$ cat config.mk
export PLATFORM = sky130hd
export DESIGN_NAME = percent_escape_decoder_unit
export DESIGN_NICKNAME = d
export VERILOG_FILES = /design/src/hw/rtl/pctd_pkg.sv /design/src/hw/rtl/pctd_front.sv /design/src/hw/rtl/pctd_queue.sv /design/src/hw/rtl/pctd_back.sv /design/src/hw/rtl/percent_escape_decoder_unit.sv
export SDC_FILE = /design/constraint.sdc
export NUM_CORES = 1
export LEC_CHECK = 0
export ABC_CLOCK_PERIOD_IN_PS = 11400
export BUFFER_PORTS_ARGS = -buffer_cell sky130_fd_sc_hd__buf_2
export CAP_MARGIN = 10
export CORE_ASPECT_RATIO = 1.2
export CORE_UTILIZATION = 25
export DETAILED_ROUTE_END_ITERATION = 8
export GPL_ROUTABILITY_DRIVEN = 1
export PLACE_DENSITY_LB_ADDON = 0.2
export SLEW_MARGIN = 20
export SYNTH_ARGS = -nofsm -noshare
export SYNTH_HDL_FRONTEND = slang
export SYNTH_SLANG_ARGS = --single-unit
$ cat constraint.sdc
create_clock -name clk -period 11.4 [get_ports clk]
set_input_delay 2.28 -clock clk [delete_from_list [all_inputs] [get_ports clk]]
set_output_delay 2.28 -clock clk [all_outputs]
set_load 0.005 [all_outputs]
$ cat src/hw/rtl/pctd_pkg.sv
// shared types and constants of the percent escape decoder
package pctd_pkg;

    localparam logic [15:0] PCT_CHAR = 16'h0025;

    // queue between front and back
    localparam int QUEUE_DEPTH = 4;
    localparam int QPTR_W      = 2;
    localparam int QCNT_W      = 3;

    // slot positions inside one bundle
    localparam logic [1:0] SLOT_0 = 2'd0;
    localparam logic [1:0] SLOT_1 = 2'd1;

    // up to three decoded words produced by one input word
    typedef struct packed {
        logic [2:0][15:0] chars;
        logic [1:0]       last_idx;
        logic             end_only;
        logic             last;
    } pctd_bundle_t;

endpackage

$ cat src/hw/rtl/pctd_front.sv
// front: escape tracking, turns each accepted input word into a bundle of results, pushed only when it holds any
module pctd_front import pctd_pkg::*; #(
    parameter int CHAR_BITS = 16
) (
    input  logic         clk,
    input  logic         rst_n,
    input  logic         accept,
    input  logic [15:0]  in_char,
    input  logic         in_last,
    output logic         push,
    output pctd_bundle_t bundle
);

    localparam int          EFF_BITS  = (CHAR_BITS < 16) ? CHAR_BITS : 16;
    localparam logic [15:0] CHAR_MASK = 16'((33'd1 << EFF_BITS) - 33'd1);

    typedef enum logic [2:0] {
        PH_IDLE = 3'b001,
        PH_PCT  = 3'b010,
        PH_HEX  = 3'b100
    } phase_t;

    phase_t     phase_reg, phase_next;
    logic [6:0] held_reg, held_next;

    logic [15:0] c;
    logic        c_hex;
    logic        c_pct;
    logic [7:0]  dec_val;
    logic [47:0] slots;
    logic [1:0]  n;
    logic        end_only;

    function automatic logic is_hex(input logic [15:0] ch);
        logic r;
        r = 1'b0;
        if (ch[15:7] == 9'd0) begin
            r = ch[6:0] inside {[7'h30:7'h39], [7'h41:7'h46], [7'h61:7'h66]};
        end
        return r;
    endfunction

    function automatic logic [3:0] hex_val(input logic [6:0] ch);
        logic [3:0] r;
        if (ch[6:4] == 3'h3) begin
            r = ch[3:0];
        end else begin
            r = ch[3:0] + 4'd9;
        end
        return r;
    endfunction

    function automatic logic [47:0] put_slot(input logic [47:0] s, input logic [1:0] idx,
                                             input logic [15:0] x);
        logic [47:0] r;
        r = s;
        case (idx)
            SLOT_0:  r[15:0]  = x;
            SLOT_1:  r[31:16] = x;
            default: r[47:32] = x;
        endcase
        return r;
    endfunction

    assign c       = in_char & CHAR_MASK;
    assign c_hex   = is_hex(c);
    assign c_pct   = (c == PCT_CHAR);
    assign dec_val = {hex_val(held_reg), hex_val(c[6:0])};

    always_comb
    begin
        phase_next = phase_reg;
        held_next  = held_reg;
        slots      = '0;
        n          = 2'd0;
        end_only   = 1'b0;

        case (phase_reg)
            PH_PCT:
            begin
                if (c_hex) begin
                    held_next  = c[6:0];
                    phase_next = PH_HEX;
                end else begin
                    slots = put_slot(slots, n, PCT_CHAR);
                    n     = n + 2'd1;
                    if (c_pct) begin
                        phase_next = PH_PCT;
                    end else begin
                        slots      = put_slot(slots, n, c);
                        n          = n + 2'd1;
                        phase_next = PH_IDLE;
                    end
                end
            end
            PH_HEX:
            begin
                phase_next = PH_IDLE;
                held_next  = 7'd0;
                if (c_hex) begin
                    // %00 is dropped
                    if (dec_val != 8'd0) begin
                        slots = put_slot(slots, n, {8'd0, dec_val});
                        n     = n + 2'd1;
                    end
                end else begin
                    slots = put_slot(slots, n, PCT_CHAR);
                    n     = n + 2'd1;
                    slots = put_slot(slots, n, {9'd0, held_reg});
                    n     = n + 2'd1;
                    if (c_pct) begin
                        phase_next = PH_PCT;
                    end else begin
                        slots = put_slot(slots, n, c);
                        n     = n + 2'd1;
                    end
                end
            end
            default:
            begin
                if (c_pct) begin
                    phase_next = PH_PCT;
                end else begin
                    slots      = put_slot(slots, n, c);
                    n          = n + 2'd1;
                    phase_next = PH_IDLE;
                end
            end
        endcase

        // flush a pending escape at end of string
        if (in_last) begin
            if (phase_next == PH_PCT) begin
                slots = put_slot(slots, n, PCT_CHAR);
                n     = n + 2'd1;
            end else if (phase_next == PH_HEX) begin
                slots = put_slot(slots, n, PCT_CHAR);
                n     = n + 2'd1;
                slots = put_slot(slots, n, {9'd0, held_next});
                n     = n + 2'd1;
            end
            phase_next = PH_IDLE;
            held_next  = 7'd0;
            if (n == 2'd0) begin
                end_only = 1'b1;
                n        = 2'd1;
            end
        end
    end

    assign push              = accept && (n != 2'd0);
    assign bundle.chars      = slots;
    assign bundle.last_idx   = n - 2'd1;
    assign bundle.end_only   = end_only;
    assign bundle.last       = in_last;

    always_ff @(posedge clk or negedge rst_n)
    begin
        if (!rst_n) begin
            phase_reg <= PH_IDLE;
            held_reg  <= 7'd0;
        end else if (accept) begin
            phase_reg <= phase_next;
            held_reg  <= held_next;
        end
    end

endmodule

$ cat src/hw/rtl/pctd_queue.sv
// short bundle queue between front and back
module pctd_queue import pctd_pkg::*; (
    input  logic         clk,
    input  logic         rst_n,
    input  logic         push,
    input  pctd_bundle_t push_data,
    input  logic         pop,
    output pctd_bundle_t head,
    output logic         head_valid,
    output logic         full
);

    pctd_bundle_t         entries [QUEUE_DEPTH];
    logic [QPTR_W-1:0]    wr_ptr_reg, wr_ptr_next;
    logic [QPTR_W-1:0]    rd_ptr_reg, rd_ptr_next;
    logic [QCNT_W-1:0]    count_reg, count_next;
    logic                 do_push;
    logic                 do_pop;

    assign full       = (count_reg == QCNT_W'(QUEUE_DEPTH));
    assign head_valid = (count_reg != '0);
    assign head       = entries[rd_ptr_reg];
    assign do_push    = push && !full;
    assign do_pop     = pop && head_valid;

    always_comb
    begin
        wr_ptr_next = do_push ? wr_ptr_reg + 1'b1 : wr_ptr_reg;
        rd_ptr_next = do_pop ? rd_ptr_reg + 1'b1 : rd_ptr_reg;
        count_next  = count_reg;
        if (do_push && !do_pop) begin
            count_next = count_reg + 1'b1;
        end else if (do_pop && !do_push) begin
            count_next = count_reg - 1'b1;
        end
    end

    always_ff @(posedge clk)
    begin
        if (do_push) begin
            entries[wr_ptr_reg] <= push_data;
        end
    end

    always_ff @(posedge clk or negedge rst_n)
    begin
        if (!rst_n) begin
            wr_ptr_reg <= '0;
            rd_ptr_reg <= '0;
            count_reg  <= '0;
        end else begin
            wr_ptr_reg <= wr_ptr_next;
            rd_ptr_reg <= rd_ptr_next;
            count_reg  <= count_next;
        end
    end

endmodule

$ cat src/hw/rtl/pctd_back.sv
// back: walks the slots of the head bundle into the output register
module pctd_back import pctd_pkg::*; (
    input  logic         clk,
    input  logic         rst_n,
    input  pctd_bundle_t head,
    input  logic         head_valid,
    output logic         pop,
    output logic         out_valid,
    input  logic         out_stall,
    output logic [15:0]  out_char,
    output logic         has_char,
    output logic         out_last
);

    logic [1:0]  idx_reg, idx_next;
    logic        valid_reg, valid_next;
    logic [15:0] char_reg;
    logic        has_reg;
    logic        last_reg;
    logic        load;
    logic        at_end;
    logic [15:0] sel_char;

    always_comb
    begin
        case (idx_reg)
            SLOT_0:  sel_char = head.chars[0];
            SLOT_1:  sel_char = head.chars[1];
            default: sel_char = head.chars[2];
        endcase
    end

    assign load   = head_valid && (!valid_reg || !out_stall);
    assign at_end = (idx_reg == head.last_idx);
    assign pop    = load && at_end;

    always_comb
    begin
        idx_next = idx_reg;
        if (load) begin
            idx_next = at_end ? SLOT_0 : idx_reg + 2'd1;
        end
        if (load) begin
            valid_next = 1'b1;
        end else if (!out_stall) begin
            valid_next = 1'b0;
        end else begin
            valid_next = valid_reg;
        end
    end

    always_ff @(posedge clk or negedge rst_n)
    begin
        if (!rst_n) begin
            idx_reg   <= SLOT_0;
            valid_reg <= 1'b0;
        end else begin
            idx_reg   <= idx_next;
            valid_reg <= valid_next;
        end
    end

    always_ff @(posedge clk)
    begin
        if (load) begin
            char_reg <= head.end_only ? 16'd0 : sel_char;
            has_reg  <= !head.end_only;
            last_reg <= head.last && at_end;
        end
    end

    assign out_valid = valid_reg;
    assign out_char  = char_reg;
    assign has_char  = has_reg;
    assign out_last  = last_reg;

endmodule

$ cat src/hw/rtl/percent_escape_decoder_unit.sv
// percent escape decoder: top level joining front, queue and back
// path: a word's first result is written into the bundle queue, then loaded into the output register
// throughput: one input word per cycle while the queue is not full; the back emits a word's results slot by slot
// words that yield nothing (a '%' or first hex digit) push no bundle to the back at all
// the four-entry bundle queue absorbs bursts; in_stall rises only when it is full
// reset: asynchronous, active low; clears escape state, queue pointers and output valid
module percent_escape_decoder_unit import pctd_pkg::*; #(
    parameter int CHAR_BITS = 16
) (
    input  logic        clk,
    input  logic        rst_n,
    // input channel
    input  logic        in_valid,
    output logic        in_stall,
    input  logic [15:0] in_char,
    input  logic        in_last,
    // output channel
    output logic        out_valid,
    input  logic        out_stall,
    output logic [15:0] out_char,
    output logic        has_char,
    output logic        out_last
);

    logic         accept;
    logic         push;
    pctd_bundle_t push_bundle;
    pctd_bundle_t head;
    logic         head_valid;
    logic         pop;
    logic         queue_full;

    // a word is taken whenever the queue has room, independent of the output side
    assign in_stall = queue_full;
    assign accept   = in_valid && !queue_full;

    // front classifies each word against the pending escape and builds its bundle
    pctd_front #(
        .CHAR_BITS (CHAR_BITS)
    ) u_front (
        .clk     (clk),
        .rst_n   (rst_n),
        .accept  (accept),
        .in_char (in_char),
        .in_last (in_last),
        .push    (push),
        .bundle  (push_bundle)
    );

    // decouples the front from output back-pressure
    pctd_queue u_queue (
        .clk        (clk),
        .rst_n      (rst_n),
        .push       (push),
        .push_data  (push_bundle),
        .pop        (pop),
        .head       (head),
        .head_valid (head_valid),
        .full       (queue_full)
    );

    // back emits one decoded word per cycle from the head bundle while the output is not stalled
    pctd_back u_back (
        .clk        (clk),
        .rst_n      (rst_n),
        .head       (head),
        .head_valid (head_valid),
        .pop        (pop),
        .out_valid  (out_valid),
        .out_stall  (out_stall),
        .out_char   (out_char),
        .has_char   (has_char),
        .out_last   (out_last)
    );

endmodule
# After elaboration in Yosys (flattened, before gate mapping)
# Memories as Yosys holds them, arrays and structs flattened.
# Cells that the tools add are included.
# Widths: inputs -> output; s select.
dict set report classes {
  addsub 10
  magnitude_cmp 6
  eq_ne 13
  mux 49
  reduce_logical 31
}
# cell n
set ops {}
lappend ops {{$mux 48} 6}
lappend ops {{$mux 16} 7}
lappend ops {{$pmux 48 s2} 1}
lappend ops {{$mux 32} 1}
lappend ops {{$pmux 16 s2} 1}
lappend ops {{$mux 2} 10}
lappend ops {{$eq 16x6->1 const B} 1}
lappend ops {{$mux 3} 5}
lappend ops {{$ge 7x7->1 const B} 2}
lappend ops {{$le 7x7->1 const B} 2}
lappend ops {{$mux 7} 2}
lappend ops {{$pmux 7 s2} 1}
lappend ops {{$eq 3x2->1 const B} 4}
lappend ops {{$logic_and 1x1->1} 12}
lappend ops {{$add 2x1->2 const B} 5}
lappend ops {{$mux 1} 10}
lappend ops {{$eq 3x3->1 const B} 3}
lappend ops {{$logic_not 9->1} 1}
lappend ops {{$add 4x4->4 const B} 2}
lappend ops {{$logic_not 2->1} 4}
lappend ops {{$mux 4} 2}
lappend ops {{$mux 8} 1}
lappend ops {{$reduce_bool 8->1} 1}
lappend ops {{$ge 7x6->1 const B} 1}
lappend ops {{other kinds (14)} 24}
dict set report totals {
  register_bits 38
  mem_bits_rw 208
  in_bits 21
  out_inout_bits 20
  word_cells 120
  memories 1
}
# memory depth word_bits rd rd_clocked_by_memory_dff write_ports line_no
set memory_table {}
lappend memory_table {u_queue.entries 4 52 1 0 1 pctd_queue.sv:13} ;# pctd_bundle_t entries [QUEUE_DEPTH];

# Depth between registers and ports, before layout
# Gate-level depths: netlist of run 1.
dict set report depth {
  word_depth 21
  ltp_mapped 22
  depth_no_buf 21
}

# By module
# Synthesis of run 1 repeated with hierarchy kept, for this count alone.
dict set report hier_totals {
  cells_unflattened 665
  area_unflattened_um2 10872.9
}
# mod instances cells_each area_each_um2 seq_area_each_um2
set modules_own_cells {}
lappend modules_own_cells {pctd_queue 1 307 7988.9 6421.2}
lappend modules_own_cells {pctd_front 1 262 1788.0 251.5}
lappend modules_own_cells {pctd_back 1 95 1082.3 615.6}
lappend modules_own_cells {percent_escape_decoder_unit 1 1 13.8 0.0}

# Worst setup path before layout of run 1
# No wires, ideal clock.
dict set report synth_timing {
  kind {input -> register}
  from {input in_char[0]}
  to {memory u_queue.entries[0][0] (netlist bit), enable pin}
  setup_time_ns 0.415
  arrival_ns 6.764
  required_ns 10.985
  setup_slack_ns 4.221
  stages 17
  path_buffers 1
  cell_sequence {buf_2 -> inv_1 -> ha_1 -> and2_1 -> o311ai_2 -> a21o_2 -> nor3_1 -> a21oi_1 -> nand2b_1 -> ha_1 -> a2111oi_0 -> a21o_1 -> o31ai_1 -> nor3b_2 -> ha_1 -> nor2_1 -> and2_1}
}
dict set report synth_between {
  elab_chain_len 19
  word_cells_on_any_way 41
  classes_between {add/sub: 3; order compare: 6; eq/ne: 3; mux: 20; reduce/logical: 9}
}
# element line_no
set synth_lines {}
lappend synth_lines {{start, declared} percent_escape_decoder_unit.sv:15} ;# input logic [15:0] in_char,
lappend synth_lines {{$add 4x4->4, or another cell as far along} pctd_front.sv:48} ;# r = ch[3:0] + 4'd9;
lappend synth_lines {{$mux 4 / $logic_and 1x1->1 (equally long branches)} {pctd_front.sv:45, pctd_front.sv:38}}
lappend synth_lines {{$reduce_bool 8->1 / $reduce_bool 3->1 (equally long branches)} {pctd_front.sv:102, pctd_front.sv:38}}
lappend synth_lines {{$mux 1 (on tied branches)} {pctd_front.sv:102, pctd_front.sv:37}}
lappend synth_lines {{$mux 2 (on tied branches)} {pctd_front.sv:100, pctd_front.sv:81}}
lappend synth_lines {{$pmux 2 s2} pctd_front.sv:78} ;# case (phase_reg)
lappend synth_lines {{$add 2x1->2} {pctd_front.sv:135, pctd_front.sv:138}}
lappend synth_lines {{$add 2x1->2} pctd_front.sv:140} ;# n = n + 2'd1;
lappend synth_lines {{(+4 left out)} -}
lappend synth_lines {{$mux 2} pctd_front.sv:144} ;# if (n == 2'd0) begin
lappend synth_lines {{$mux 2 (*)} pctd_front.sv:132} ;# if (in_last) begin
lappend synth_lines {{$reduce_bool 2->1 (*)} pctd_front.sv:151} ;# assign push = accept && (n != 2'd0);
lappend synth_lines {{$logic_and 1x1->1 (*)} pctd_front.sv:151}
lappend synth_lines {{$logic_and 1x1->1 (*)} pctd_queue.sv:23} ;# assign do_push = push && !full;
lappend synth_lines {{net u_queue.do_push} pctd_queue.sv:17} ;# logic do_push;
lappend synth_lines {{$mux 1 (*)} pctd_queue.sv:40} ;# if (do_push) begin
lappend synth_lines {{$mux 1 (implied by the code) (*)} pctd_queue.sv:41} ;# entries[wr_ptr_reg] <= push_data;
lappend synth_lines {{end, declared} pctd_queue.sv:13}
# Mark *: on every way through the listed nets, which the timed path passes. The rest lies on a longest branch. The select of a mux whose other input is x is not followed.

# Final worst setup path of run 1
dict set report layout_timing {
  from {input in_char[7]}
  to {memory u_queue.entries[2][4] (netlist bit), enable pin}
}
dict set report layout_between {
  elab_chain_len 17
  word_cells_on_any_way 28
  classes_between {add/sub: 2; eq/ne: 3; mux: 18; reduce/logical: 5}
}
# element line_no
set layout_lines {}
lappend layout_lines {{$eq 16x6->1 / $logic_not 9->1 (equally long branches)} {pctd_front.sv:67, pctd_front.sv:37}}
lappend layout_lines {{$mux 1, or another cell as far along} {pctd_front.sv:111, pctd_front.sv:121}}
lappend layout_lines {{$mux 2 (on tied branches)} {pctd_front.sv:100, pctd_front.sv:81}}
lappend layout_lines {{$pmux 2 s2} pctd_front.sv:78}
lappend layout_lines {{$add 2x1->2} {pctd_front.sv:135, pctd_front.sv:138}}
lappend layout_lines {{$add 2x1->2} pctd_front.sv:140}
lappend layout_lines {{$mux 2} pctd_front.sv:136} ;# end else if (phase_next == PH_HEX) begin
lappend layout_lines {{$mux 2} pctd_front.sv:133} ;# if (phase_next == PH_PCT) begin
lappend layout_lines {{(+2 left out)} -}
lappend layout_lines {{$mux 2} pctd_front.sv:144}
lappend layout_lines {{$mux 2 (*)} pctd_front.sv:132}
lappend layout_lines {{$reduce_bool 2->1 (*)} pctd_front.sv:151}
lappend layout_lines {{$logic_and 1x1->1 (*)} pctd_front.sv:151}
lappend layout_lines {{$logic_and 1x1->1 (*)} pctd_queue.sv:23}
lappend layout_lines {{net u_queue.do_push} pctd_queue.sv:17}
lappend layout_lines {{$mux 1 (*)} pctd_queue.sv:40}
lappend layout_lines {{$mux 1 (implied by the code) (*)} pctd_queue.sv:41}
# Marked as above.

==> results_dict.tcl, run 1 <==
set metrics [dict create \
    grt_pass1_wl_um 40700 \
    worstSetupPathType "primary input to flop" \
    drc_errors 0 \
    rsz0062_at_grt "false" \
    fmax_ghz 0.139 \
    cts_max_level 1 \
    finalCritPeriodShare 0.633 \
    hold_path_startpoint "u_queue.count_reg[2]" \
    holdWs_ps 488 \
    p_seq_frac 0.434 \
    worstPathArrival_ps 7390 \
    worst_pin_slew_ps 1020 \
    postCtsHoldBufs 0 \
    min_delay_path_depth 1 \
    syn_inst 663 \
    drt_iter0_drc 378 \
    numCtsBuffers 28 \
    critPathMaxFanout 35 \
    cts_tree "built" \
    yosysUniqueCellTypes 66 \
    ys_warn_count 0 \
    power.share.clock 0.305 \
    final_hold_viol_count 0 \
    startpoint "in_char[7]" \
    rows 82 \
    grt_max_degree 53 \
    cts_resized 0 \
    synthesis.nets 700 \
    vdd_ir_drop_max_uv 118 \
    finClkSkew_ps 16.7 \
    leakage_nw 4.20 \
    cts_buffer_depth 3 \
    r2r_cells 15 \
    core_mm2 0.0422 \
    postCtsSetupRepairBufs 0 \
    clock_sinks 246 \
    start_util 0.256 \
    cp_cell_sequence "buf_2 -> nor3_1 -> nand3_2 -> or2_1 -> nor3_1 -> a21oi_1 -> nand2b_1 -> ha_1 -> a2111oi_0 -> a21o_1 -> o31ai_1 -> nor3b_2 -> ha_1 -> nor2_1 -> and2_2 -> buf_4" \
    critical-path-max-stage-delay_ps 580 \
    ys_seq_area_frac 0.676 \
    relSlewSlack 0.314 \
    p_sw_frac 0.298 \
    fillers 4177 \
    p_sw_uw 888 \
    diodes 0 \
    hold_path_class "flop to flop" \
    via_per_inst 4.68 \
    synthArstFlopShare 0.0813 \
    setup_viol 0 \
    synth_edf_count 226 \
    comb_power_share 0.261 \
    dr.pass1.iters 4 \
    largest_reg_flops 208 \
    place_congestion 0.887 \
    num-nets-final 748 \
    die-area_mm2 0.0439 \
    min_delay_worst_endpoint "u_queue.count_reg[2]" \
    r2r_slack_ps 6010 \
    clk_latency_ps 550 \
    tns_ps 0 \
    io_pins 41 \
    cts-root-buf "clkbuf_16" \
    status "finished, final reports clean" \
    io_buffers 40 \
    cp_slowest_cell "buf_4" \
    maxSlewViolCount 0 \
    cp.required_ps 11580 \
    track_usage 0.125 \
    via_count 5985 \
    wl_per_cell_um 21.1 \
    die_w_um 192 \
    drv_cap 0 \
    syn_to_final_growth_pct 16.4 \
    drive_gt1_frac 0.232 \
    synth_flop_cell "edfxtp_1" \
    grt_pass1_vias 6267 \
    fp.dieH_um 229 \
    dp_hpwl_um 16800 \
    cp-start-kind "primary input" \
    clk_pin_slew_worst_paths_ps 60 \
    synth_area_mm2 0.0108 \
    r2r_end "u_queue.entries[2][4]" \
    detail-route-antenna-nets 0 \
    p_int_mw 2.09 \
    synth-seq-cells 246 \
    finalCriticalPeriod_ps 7210 \
    routed_wl_um 27000 \
    power_density_mw_per_mm2 237 \
    rr_startpoint "u_front.held_reg[6]" \
    gr-total-overflow 0 \
    antenna_found_initial 0 \
    syn_avg_cell_area_um2 16.3 \
    crit_path_end_kind "flop" \
]
-- cell usage after synthesis (2+ instances only) --
master	number	area [um2]
o21ai_1	3	15.0
o31ai_1	7	52.6
and2_1	44	275
and4_1	2	17.5
a22oi_1	16	120
nor3_1	13	65.1
xor2_1	5	43.8
nor3b_1	5	37.5
nor2_1	27	101
a22o_1	4	35.0
dfrtp_1	19	475
edfxtp_1	226	6790
o211ai_1	2	15.0
nand3b_1	4	30.0
nand4_1	3	18.8
xnor2_1	7	61.3
and3_1	3	18.8
buf_2	13	65.1
nand3_1	6	30.0
or3_1	2	12.5
nand2_1	43	161
a21o_1	6	45.0
a31oi_1	4	25.0
buf_6	3	33.8
o21a_1	4	30.0
o2bb2ai_1	2	17.5
a21oi_1	36	180
clkbuf_1	17	63.8
a311o_1	7	70.1
o21ai_0	12	60.1
o22ai_1	2	12.5
inv_1	13	48.8
nand2b_1	5	31.3
mux4_2	52	1170
ha_1	15	188
-- critical path: cells and delay by family --
family / cells / cell delay, ps
compound gates: 4 / 850
simple gates: 8 / 2860
buf+inv: 2 / 730
fa+ha+maj: 2 / 620
-- power groups by stage --
stage	Clock [mW]	Combinational (mW)	Sequential (mW)
after floorplan	0	0.546	1.28
after global placement	0	0.807	1.31
after detailed placement	0	0.805	1.32
after CTS	0.933	0.806	1.30
after global routing	0.970	0.852	1.31
final	0.907	0.778	1.29
-- how the worst max path moves through the flow --
stage | endpoint | cells past startpoint
finish | u_queue.entries[2][4] | 16
CTS | u_queue.entries[2][21] | 15
global placement | u_queue.entries[2][37] | 15
global route | u_queue.entries[2][21] | 16
detailed placement | u_queue.entries[2][49] | 16
floorplan | u_queue.entries[0][0] | 17
-- logic make-up (layout without fill, tap and decap cells) --
family | count (synthesis) | count (layout) | share of synthesized area
AO/OA/AOI/OAI | 119 | 119 | 0.0786
XOR/XNOR | 12 | 12 | 0.00975
adder cells (fa/ha/maj) | 16 | 16 | 0.0193
buffers and inverters | 47 | 117 | 0.0200
flip-flops | 246 | 246 | 0.676
multiplexers | 54 | 54 | 0.111
AND/OR/NAND/NOR | 169 | 169 | 0.0856
-- metal layers --
| layer | wire length (um) | up-vias | GRT usage |
|---|---|---|---|
| li1 | - | 2717 | - |
| met1 | 12000 | 3097 | 0.165 |
| met2 | 13100 | 121 | 0.209 |
| met3 | 1050 | 50 | 0.0190 |
| met4 | 799 | 0 | 0.0399 |
| met5 | 0 | - | 0 |
-- metrics by stage --
step	util	area (um2)	std cells	setup slack, ps	power, mW
after global placement	0.275	11600	1227	3650	2.12
after global routing	0.297	12500	1279	3690	3.14
final	0.297	12500	1279	4190	2.98
after CTS	0.297	12500	1279	4190	3.04
after floorplan	-	10800	663	4220	1.83
after detailed placement	0.275	11600	1227	3630	2.12
-- cells in the final DEF, fill, tap and decap left out, types with 15 or more instances in the layout --
cell type,synthesis,routed
ha_1,15,15
mux4_2,52,52
a22oi_1,16,16
dfrtp_1,19,17
and2_1,44,40
nand2_1,43,43
edfxtp_1,226,226
buf_2,13,40
a21oi_1,36,35
nor2_1,27,27
clkbuf_16,0,28
-- final cells by class --
class / count / area, um2 / area share
Clock inverter: 22 / 234 / 0.0187
Tap cell: 546 / 683 / 0.0545
Multi-Input combinational cell: 370 / 3280 / 0.262
Sequential cell: 246 / 7290 / 0.582
Inverter: 13 / 48.8 / 0.00389
Timing Repair Buffer: 52 / 290 / 0.0231
Clock buffer: 30 / 708 / 0.0565
(Power assumes the default switching activity.)
==> inputs of run 2 (changes only) <==
Settings changed: ABC_CLOCK_PERIOD_IN_PS 11400 to 7100.
Clock period 11.4 ns to 7.1 ns, I/O delays scaled along.
==> results_dict.tcl, run 2 (synthesis results as in run 1) <==
set metrics [dict create \
    die_w_um 192 \
    via_per_inst 4.73 \
    worstSetupPathType "primary input to flop" \
    vdd_ir_drop_max_uv 201 \
    wl_per_cell_um 21.2 \
    place_ws_ps 603 \
    finalCritPeriodShare 0.851 \
    core_mm2 0.0422 \
    grt_pass1_wl_um 40600 \
    p_sw_mw 1.42 \
    worstPathArrival_ps 6510 \
    relSlewSlack 0.266 \
    rsz0062_at_grt "false" \
    fin_ws_ps 1060 \
    final_common_cell "edfxtp_1" \
    p_seq_frac 0.439 \
    via_count 6056 \
    track_usage 0.125 \
    cts_max_level 1 \
    cp.required_ps 7570 \
    cp-start-kind "primary input" \
    fmax_ghz 0.166 \
    cts-root-buf "clkbuf_16" \
    critPathMaxFanout 8 \
    gr-total-overflow 0 \
    tns_ps 0 \
    p_int_mw 3.31 \
    postCtsHoldBufs 0 \
    multi_input_area_mm2 0.00328 \
    finalCriticalPeriod_ps 6040 \
    io_pins 41 \
    numCtsBuffers 28 \
    p_sw_frac 0.300 \
    grt_max_degree 53 \
    syn_to_final_growth_pct 16.6 \
    num-nets-final 752 \
    diodes 0 \
    maxSlewViolCount 0 \
    drv_cap 0 \
    dp_hpwl_um 17300 \
    detail-route-antenna-nets 0 \
    final_hold_viol_count 0 \
    fp.dieH_um 229 \
    comb_power_share 0.273 \
    fillers 4144 \
    drt_iter0_drc 504 \
    hold_path_class "flop to flop" \
    leakage_nw 4.19 \
    status "finished, final reports clean" \
    cts_buffer_depth 3 \
    io_buffers 40 \
    dr.pass1.iters 5 \
    largest_reg_flops 208 \
    power.share.clock 0.289 \
    layout.area.seq_mm2 0.00729 \
    finClkSkew_ps 14.8 \
    start_util 0.256 \
    holdWs_ps 486 \
    r2r_slack_ps 1940 \
    clk_latency_ps 550 \
    drive_gt1_frac 0.225 \
    clock_sinks 246 \
    postCtsSetupRepairBufs 0 \
    final_cell_mix "edfxtp_1, mux4_2, nand2_1, and2_1, buf_2" \
    power_density_mw_per_mm2 376 \
    die-area_mm2 0.0439 \
    rows 82 \
    setup_viol 0 \
    place_congestion 0.836 \
    antenna_found_initial 0 \
    clk_pin_slew_worst_paths_ps 60 \
    cts_resized 0 \
    worst_pin_slew_ps 1100 \
    crit_path_end_kind "flop" \
    grt_pass1_vias 6226 \
    cts_tree "built" \
    routed_wl_um 27100 \
    drc_errors 0 \
]
-- run 2: final timing paths --
| check | cells past startpoint | endpoint | from |
|---|---|---|---|
| setup reg to reg | 19 | u_queue.count_reg[2] | u_front.held_reg[6] |
| hold / removal | 1 | u_queue.count_reg[2] | u_queue.count_reg[2] |
| max in group asynchronous | 1 | u_queue.rd_ptr_reg[0] | rst_n |
| setup / recovery | 20 | u_queue.count_reg[2] | in_char[7] |
| min in group asynchronous | 1 | u_front.held_reg[2] | rst_n |
| hold reg to reg | 1 | u_queue.count_reg[2] | u_queue.count_reg[2] |
-- run 2: power groups by stage --
| stage | Sequential (mW) | Clock (mW) | Combinational (mW) |
|---|---|---|---|
| floorplan | 2.06 | 0 | 0.877 |
| global placement | 2.10 | 0 | 1.34 |
| detailed placement | 2.11 | 0 | 1.34 |
| CTS | 2.08 | 1.40 | 1.34 |
| global route | 2.11 | 1.45 | 1.42 |
| finish | 2.07 | 1.36 | 1.29 |
-- run 2: routing by layer --
metal | wire (um) | vias up | global-route usage
met3 | 1220 | 33 | 0.0175
met1 | 11700 | 3151 | 0.161
met4 | 472 | 0 | 0.0308
li1 | - | 2726 | -
met5 | 0 | - | 0
met2 | 13700 | 146 | 0.217
-- run 2: critical path: stages --
cell and delay [ps]:
buf_2 150, nor3_1 460, nand3_2 220, or2_1 370, nor3_1 450, a21oi_1 220, nand2b_1 220, ha_1 410
a2111oi_0 370, a21o_1 220, o31ai_1 90, nor3b_2 210, ha_1 220, nor2_1 350, ha_1 270, inv_1 60
fa_1 370, xor2_1 170, nor2_1 110, xor2_1 150
-- run 2: layout make-up --
type / count / area share
Timing Repair Buffer: 56 / 0.0315
Clock buffer: 34 / 0.0575
Multi-Input combinational cell: 370 / 0.261
Tap cell: 546 / 0.0544
Sequential cell: 246 / 0.580
Inverter: 13 / 0.00388
Clock inverter: 15 / 0.0112
-- run 2: per-stage QoR --
stage / cell area (um2) / utilization / total power [mW] / instances
global placement: 11700 / 0.278 / 3.45 / 1231
finish: 12600 / 0.298 / 4.72 / 1280
detailed placement: 11700 / 0.278 / 3.45 / 1231
CTS: 12600 / 0.298 / 4.82 / 1280
floorplan: 10800 / - / 2.94 / 663
global route: 12600 / 0.298 / 4.97 / 1280
